[src/hdl/mlt_pkg.sv]
`default_nettype none

package mlt_pkg;

  localparam int DEFAULT_TABLE_DEPTH = 16;
  localparam int ADDR_W = 48;
  localparam int CALL_W = 64;
  localparam int STATUS_W = 3;
  localparam int PRESET_COUNT = 3;

  localparam logic [ADDR_W-1:0] ADDR_BROADCAST = 48'hFFFF_FFFF_FFFF;
  localparam logic [ADDR_W-1:0] ADDR_ALL_HOSTS = 48'h0100_5E00_0001;
  localparam logic [ADDR_W-1:0] ADDR_DX = 48'h0100_5E00_0023;
  localparam logic [CALL_W-1:0] CALL_SPACES = 64'h2020_2020_2020_2020;
  localparam logic [CALL_W-1:0] CALL_CQ = 64'h4351_4351_4351_2020;

  localparam logic [1:0] PRESET_BROADCAST = 2'd0;
  localparam logic [1:0] PRESET_ALL_HOSTS = 2'd1;
  localparam logic [1:0] PRESET_DX = 2'd2;

  typedef enum logic [STATUS_W-1:0] {
    STATUS_LEARNED = 3'd0,
    STATUS_KNOWN   = 3'd1,
    STATUS_FULL    = 3'd2,
    STATUS_FOUND   = 3'd3,
    STATUS_MISSING = 3'd4
  } status_t;

  typedef struct packed {
    logic start;
    logic scan;
    logic commit;
    logic load;
  } mlt_cmd_t;

  typedef struct packed {
    logic done;
  } mlt_sts_t;

  function automatic logic [ADDR_W-1:0] preset_address(logic [1:0] idx);
    logic [ADDR_W-1:0] a;
    case (idx)
      PRESET_BROADCAST: a = ADDR_BROADCAST;
      PRESET_ALL_HOSTS: a = ADDR_ALL_HOSTS;
      PRESET_DX:        a = ADDR_DX;
      default:          a = '0;
    endcase
    return a;
  endfunction

  function automatic logic [CALL_W-1:0] preset_call(logic [1:0] idx);
    logic [CALL_W-1:0] c;
    case (idx)
      PRESET_BROADCAST: c = CALL_SPACES;
      PRESET_ALL_HOSTS: c = CALL_CQ;
      PRESET_DX:        c = CALL_CQ;
      default:          c = '0;
    endcase
    return c;
  endfunction

endpackage

`default_nettype wire

[src/hdl/mlt_ctrl.sv]
`default_nettype none

module mlt_ctrl import mlt_pkg::*; (
  input  logic     clk,
  input  logic     rst,
  input  logic     req_valid,
  output logic     req_ready,
  output logic     rsp_valid,
  input  logic     rsp_ready,
  input  mlt_sts_t sts,
  output mlt_cmd_t cmd
);

  typedef enum logic [2:0] {
    ST_IDLE = 3'b001,
    ST_SCAN = 3'b010,
    ST_DONE = 3'b100
  } state_t;

  state_t state;
  state_t state_next;

  always_comb begin
    state_next = state;
    cmd = '0;
    case (state)
      ST_IDLE: begin
        if (req_valid) begin
          cmd.start = 1'b1;
          state_next = ST_SCAN;
        end
      end
      ST_SCAN: begin
        cmd.scan = 1'b1;
        if (sts.done) begin
          cmd.commit = 1'b1;
          state_next = ST_DONE;
        end
      end
      ST_DONE: begin
        if (!rsp_valid || rsp_ready) begin
          cmd.load = 1'b1;
          state_next = ST_IDLE;
        end
      end
      default: state_next = ST_IDLE;
    endcase
  end

  assign req_ready = (state == ST_IDLE);

  always_ff @(posedge clk) begin
    if (rst) begin
      state <= ST_IDLE;
      rsp_valid <= 1'b0;
    end else begin
      state <= state_next;
      if (cmd.load) begin
        rsp_valid <= 1'b1;
      end else if (rsp_ready) begin
        rsp_valid <= 1'b0;
      end
    end
  end

endmodule

`default_nettype wire

[config.mk]
export PLATFORM = sky130hd
export DESIGN_NAME = mlt_ctrl
export DESIGN_NICKNAME = d
export VERILOG_FILES = /design/src/hdl/mlt_pkg.sv /design/src/hdl/mlt_ctrl.sv
export SDC_FILE = /design/constraint.sdc
export NUM_CORES = 1
export LEC_CHECK = 0
export BUFFER_PORTS_ARGS = -buffer_cell sky130_fd_sc_hd__buf_2
export CAP_MARGIN = 0
export CORE_AREA = 2 2 39 41
export DETAILED_ROUTE_END_ITERATION = 10
export DIE_AREA = 0 0 41 43
export GPL_ROUTABILITY_DRIVEN = 0
export PLACE_DENSITY = 0.48
export REMOVE_ABC_BUFFERS = 1
export SLEW_MARGIN = 20
export SYNTH_ARGS = -nofsm -noshare
export SYNTH_HDL_FRONTEND = slang
export SYNTH_SLANG_ARGS = --single-unit
[constraint.sdc]
create_clock -name clk -period 1.2 [get_ports clk]
set_input_delay 0.06 -clock clk [delete_from_list [all_inputs] [get_ports clk]]
set_output_delay 0.06 -clock clk [all_outputs]
set_load 0.01 [all_outputs]
Word level (Yosys, flattened, before mapping)
Cells that the tools add are included.
{ "totals": {"register_bits": 4, "latch_bits": 0, "ram_bits": 0, "rom_bits": 0, "inputBits": 5, "output_inout_bits": 6, "word_cells": 24, "n_memories": 0} }
{ "classes": {"n_addsub": 0, "n_mul": 0, "div_mod_pow": 0, "n_lt_le_gt_ge": 0, "eq_ne": 6, "shifts": 0, "mux": 12, "bitwise": 0, "reduce_logical": 4} }
{ "ops": {"columns": ["operator", "n"], "rows": [
  ["$mux 3", 3],
  ["$pmux 3 s3", 1],
  ["$mux 1", 7],
  ["$ne 2x2->1 const B", 3],
  ["$eq 3x1->1 const B", 1],
  ["$eq 3x2->1 const B", 1],
  ["$eq 3x3->1 const B", 1],
  ["$reduce_and 3->1", 1],
  ["$mux 2", 1],
  ["$reduce_bool 2->1", 1],
  ["$logic_not 1->1", 1],
  ["$logic_or 1x1->1", 1]
]} }

Depth between registers and ports, before layout
Gate-level depths: netlist (run 1).
{ "logic_depth": {"depth_word": 5, "depth_mapped": 3, "mapped_depth_nobuf": 3} }

Worst setup path after synthesis (run 1)
OpenSTA, ideal clock, no wires.
{ "synth_path": {"kind": "register to register", "start": "register state[2]", "end": "register state[0]", "setup_ps": 120, "arrival_ps": 954, "required_time_ps": 1080, "slack_ps": 126, "stages_incl_launch_ff": 4, "n_path_buf": 0, "synth_period_minus_slack_ps": 1074, "cell_sequence": "dfxtp_1 > or3b_4 > nor2_4 > o21bai_2"} }
{ "synth_via": {"elab_chain_cells": 3, "word_cells_on_any_way": 8, "cone_classes": "eq/ne (6); mux (1); reduce/logical (1)"} }
{ "synth_rtl": {"columns": ["element", "line_no", "source"], "rows": [
  ["start, declared", "mlt_ctrl.sv:20", "state_t state;"],
  ["start signal, assigned", "mlt_ctrl.sv:57", "state <= state_next;"],
  ["$eq 3x3->1, or another cell as far along", "mlt_ctrl.sv:26", "case (state)"],
  ["$ne 2x2->1 (no source line)", null, null],
  ["$reduce_and 3->1 (no source line)", null, null]
]} }
Parallel ways exist; a longest one is shown, timed or not.
A chain may end at the register's enable or synchronous reset.

==> results of run 1 <==
==> flip-flops by register name (all words and copies together) (netlist names) <==
signal and cells:
state 3, rsp_valid 1
==> final timing paths <==
check | depth (start not counted) | slack, ns | endpoint
min | 2 | 0.02 | state[1]
max | 3 | -0.06 | cmd[0]
min reg2reg | 1 | 0.45 | state[2]
max reg2reg | 4 | 0 | state[0]
==> metrics by stage <==
stage	setup slack [ns]	utilization
after CTS	-0.0800	0.236
after floorplan	0.126	-
after global placement	0.0803	0.212
after global routing	-0.129	0.259
after detailed placement	0.0658	0.212
final	-0.0583	0.259
==> cell usage in the layout (no fill, tap or decap), types with 2 or more instances in the layout <==
master    instances
dfxtp_4           3
buf_4             2
nand2b_1          2
nand3b_1          2
nor3b_4           2
buf_2            10
clkbuf_4          3
==> layer usage <==
layer,GRT usage,share of wire,vias up
li1,-,-,107
met1,0.100,0.49,95
met2,0.0719,0.38,14
met3,0.0942,0.14,0
met4,0.0400,0,0
met5,0,0,-
==> what timing repair did <==
item / 4_1_cts / 5_1_grt
buffers inserted: 1 / 1
endpoints found under the setup margin: 3 / 6
hold buffers: 0 / 0
pin swaps: 1 / 3
gates resized for setup: 2 / 8
==> kinds of logic (layout without fill, tap and decap cells) <==
kind of cell / after synthesis / in the layout / synth area share
AOI/OAI and AO/OA: 5 / 5 / 0.190
buffers and inverters: 2 / 16 / 0.0489
DFF: 4 / 4 / 0.348
and+or+nand+nor: 12 / 12 / 0.413
==> worst max-delay path, cell delays in order (launching register included) <==
cell and delay [ns]:
dfxtp_4 0.37, or3b_4 0.39, nor2_2 0.08, buf_2 0.13
==> report_power, final <==
part | internal, W | total [W] | switching [W]
clock network | 0.000112 | 0.000170 | 0.0000577
registers | 0.000136 | 0.000145 | 0.00000888
logic | 0.0000304 | 0.0000537 | 0.0000233
==> cell type report <==
type | count | area share
Timing Repair Buffer | 12 | 0.181
Sequential cell | 4 | 0.254
Tap cell | 16 | 0.0557
Multi-Input combinational cell | 17 | 0.436
Inverter | 1 | 0.0105
Clock buffer | 3 | 0.0627
==> results_dict.tcl, run 1 <==
set metrics [dict create \
    status "finished, violations left" \
    violations "setup timing" \
    vias 216 \
    worstHoldStart "rst" \
    ir_drop_uv 639 \
    clock_latency_ns 0.24 \
    crit_start "state[2]" \
    yosysTopAreaCell "dfxtp_1" \
    cp_max_fo 5 \
    synth_warnings 0 \
    totalWireLength_microns 506 \
    p_leak_nw 0.154 \
    synth.distinct_cells 17 \
    finalInstanceArea_sq_um 359 \
    drc 0 \
    grtUsageTotal 0.0784 \
    crit_type "flop to output port" \
    drt_iter0_drc 2 \
    finalHoldViolations 0 \
    ys_seq_area_frac 0.348 \
    drive_above_1_share 0.703 \
    antenna_cells 0 \
    numCtsBuffers 3 \
    final.min_clock_period_ns 1.26 \
    dp_cells 48 \
    cts_tree "yes" \
    grt_max_degree 6 \
    endpoint_kind "output port" \
    fillCellCount 151 \
    final_nets 44 \
    htreeDepth 1 \
    critPathLaunchType "flop" \
    max_clock_freq_mhz 795 \
    placed_area_sq_um 293 \
    via_per_inst 4.08 \
    ys.flop_type "dfxtp_1" \
    fin_tns_setup_ns -0.106 \
    async_reset_ff_frac 0 \
    avgSynthCellArea_sq_um 10.0 \
    worstHoldPathType "input port to flop" \
    drt_first_pass_iters 2 \
    grt_pass1_vias 190 \
    synth_edf_count 0 \
    multi_input_area_sq_um 156 \
    synth_top_area_frac 0.348 \
    clock_skew_ns 0.00385 \
    cts_root_buffer "clkbuf_4" \
    chipWidth_microns 41 \
    required_ns 1.14 \
    wl_per_cell_microns 9.55 \
    syn_inst 23 \
    clkSlewWorstSetupHoldPaths_ns 0.04 \
    grt_overflow 0 \
    synthTopCellsByCount "4 x dfxtp_1, 2 x nand2b_1, 2 x nand3b_1, 2 x nor3b_2" \
    r2r-start "state[2]" \
    synthMostInstantiatedCell "dfxtp_1" \
    portBuffers 10 \
    setup_ws_ns -0.0583 \
    antenna_left 0 \
    ys_ff_latch 4 \
    slew-limit-headroom 0.859 \
    fin_crit_sh 1.05 \
    rows 14 \
    syn-cell-area_sq_um 230 \
    io_pins 11 \
    tightest_slew_ns 0.211 \
    die_h_microns 43 \
    start_util 0.166 \
    p_per_area_nw_per_um2 1030 \
    grt_pass1_wl_microns 814 \
    dp_hpwl_microns 353 \
    dieArea_sq_um 1760 \
    clk_path_buf_depth 2 \
    clock_sinks 4 \
    setup_viol 2 \
    timing.hold.ws_ns 0.0204 \
    drv_cap 0 \
    stdcell_count 53 \
    report.final.slew_viol_count 0 \
    finalPower_w 0.000369 \
    arrival_ns 1.20 \
    yosys-top-cells-area "dfxtp_1 35%, nor3b_2 11%, nand3b_1 6.5%" \
    syn_to_final_growth_pct 56.0 \
    antenna_found_initial 0 \
    rsz0062_at_grt "yes" \
    seqCellArea_sq_um 91.3 \
    core_area_sq_um 1380 \
]
Note: power is estimated with default switching activity, not from simulation.
==> run 2: changes to the inputs <==
ABC_AREA = 1   (was unset)
PLACE_DENSITY = 0.49   (was 0.48)
==> results_dict.tcl, run 2 <==
set metrics [dict create \
    antenna_left 0 \
    grt_overflow 0 \
    synth_top_area_frac 0.339 \
    synth.mux.area_fraction 0 \
    rows 14 \
    max_clock_freq_mhz 889 \
    grtUsageTotal 0.0754 \
    io_pins 11 \
    htreeDepth 1 \
    synth_top_family_by_area "simple AND/OR/NAND/NOR gates" \
    layout_commonest_cell "buf_2" \
    synth-simple-area-share 0.407 \
    ys_seq_area_frac 0.339 \
    fin_tns_setup_ns 0 \
    drive_above_1_share 0.457 \
    clock_latency_ns 0.23 \
    grt_pass1_wl_microns 821 \
    fin_crit_sh 0.938 \
    synth.distinct_cells 14 \
    numCtsBuffers 3 \
    setup_viol 0 \
    clk_path_buf_depth 2 \
    synthAdderAreaFrac 0 \
    synth_warnings 0 \
    sequentialPowerShare 0.385 \
    core_area_sq_um 1380 \
    grt_max_degree 5 \
    portBuffers 10 \
    synthMostInstantiatedCell "inv_1" \
    endpoint_kind "output port" \
    required_ns 1.14 \
    final_nets 53 \
    start_util 0.171 \
    antenna_cells 0 \
    drc 0 \
    drt_iter0_drc 4 \
    largest_register_ffs 3 \
    wl_per_cell_microns 8.71 \
    multi_input_area_sq_um 115 \
    finalHoldViolations 0 \
    stdcell_count 62 \
    p_per_area_nw_per_um2 1210 \
    clkSlewWorstSetupHoldPaths_ns 0.04 \
    combPwrFrac 0.197 \
    dp_cells 59 \
    cts_tree "yes" \
    report.final.slew_viol_count 0 \
    rsz0062_at_grt "yes" \
    tightest_slew_ns 0.157 \
    via_per_inst 3.94 \
    syn_inst 34 \
    chipWidth_microns 41 \
    drv_cap 0 \
    dp_hpwl_microns 395 \
    cp_max_fo 4 \
    fillCellCount 156 \
    vias 244 \
    arrival_ns 1.07 \
    status "finished clean" \
    pwr-share-clk 0.418 \
    ys.flop_type "dfxtp_1" \
    final_cell_mix "10 x buf_2, 7 x inv_1, 5 x nand2_1" \
    synth_compound_area_frac 0.0794 \
    die_h_microns 43 \
    crit_type "flop to output port" \
    syn-cell-area_sq_um 236 \
    p_leak_nw 0.190 \
    reg_top3 "state: 3 flops, rsp_valid: 1 flops" \
    syn_to_final_growth_pct 37.0 \
    totalWireLength_microns 540 \
    clock_sinks 4 \
    p_sw_frac 0.274 \
    worstHoldPathType "input port to flop" \
    ys_ff_latch 4 \
    seqCellArea_sq_um 82.6 \
    yosys-top-cells-area "dfxtp_1 34%, inv_1 11%, nor2_8 8.5%" \
    ir_drop_uv 346 \
    cts_root_buffer "clkbuf_4" \
    grt_pass1_vias 225 \
    p_sw_w 0.000107 \
    synth_edf_count 0 \
    antenna_found_initial 0 \
    regMostFlops "state" \
    avgSynthCellArea_sq_um 6.96 \
    yosysTopAreaCell "dfxtp_1" \
    critPathLaunchType "flop" \
    timing.hold.ws_ns 0.0274 \
    async_reset_ff_frac 0 \
    hold_buffers 0 \
    drt_first_pass_iters 3 \
    clock_skew_ns 0.00480 \
    synthXorXnorAreaFrac 0 \
    intPower_w 0.000285 \
    slew-limit-headroom 0.895 \
    synthTopCellsByCount "7 x inv_1, 5 x nand2_1, 4 x dfxtp_1, 4 x nor2_1" \
    final.min_clock_period_ns 1.13 \
    dieArea_sq_um 1760 \
]
[run 2: cell type report]
| cell class | count | area share |
|---|---|---|
| clock buffer | 3 | 0.0695 |
| inverter | 9 | 0.104 |
| multi-input combinational | 20 | 0.355 |
| sequential | 4 | 0.255 |
| tap | 16 | 0.0618 |
| timing repair buffer | 10 | 0.154 |
[run 2: per-layer routing]
metal	vias up	GRT usage	part of all wire
li1	128	-	-
met1	112	0.0710	0.37
met2	4	0.119	0.58
met3	0	0.0314	0.046
met4	0	0.0600	0
met5	-	0	0
[run 2: power groups by stage]
stage / Clock (W) / Combinational [W] / Sequential [W]
floorplan: 0 / 0.0000476 / 0.000150
global placement: 0 / 0.0000765 / 0.000151
detailed placement: 0 / 0.0000765 / 0.000151
CTS: 0.000171 / 0.0000779 / 0.000149
global route: 0.000179 / 0.0000873 / 0.000152
finish: 0.000164 / 0.0000771 / 0.000151
[run 2: path summary, 6_finish.rpt]
| kind | from | end | slack [ns] | depth (start not counted) |
|---|---|---|---|---|
| min reg2reg | state[2] | state[2] | 0.55 | 2 |
| min | rst | state[2] | 0.03 | 2 |
| max reg2reg | rsp_valid | state[0] | 0.29 | 5 |
| max | state[2] | cmd[1] | 0.07 | 6 |
[run 2: metrics by stage]
step	utilization	total power, W	setup WS, ns	area, sq um
after floorplan	-	0.000198	0.289	229
after global placement	0.216	0.000228	0.299	299
after detailed placement	0.216	0.000227	0.309	299
after CTS	0.232	0.000398	0.0498	322
after global routing	0.234	0.000419	-0.0101	324
final	0.234	0.000392	0.0747	324
[run 2: worst max-delay path: stages (launching register included)]
cell,delay [ns]
dfxtp_2,0.33
nor2_1,0.13
nand2_1,0.10
inv_2,0.07
nand2_2,0.05
inv_1,0.05
buf_2,0.12
[run 2: repair_timing]
action                     in CTS  in global routing
gates resized for setup         0                  2
setup buffers                   0                  0
setup endpoints to repair       0                  2
[run 2: kinds of logic after synthesis]
| kind of cell | Yosys count |
|---|---|
| AOI/OAI and AO/OA | 3 |
| buffers and inverters | 10 |
| and+or+nand+nor | 17 |
| DFF | 4 |
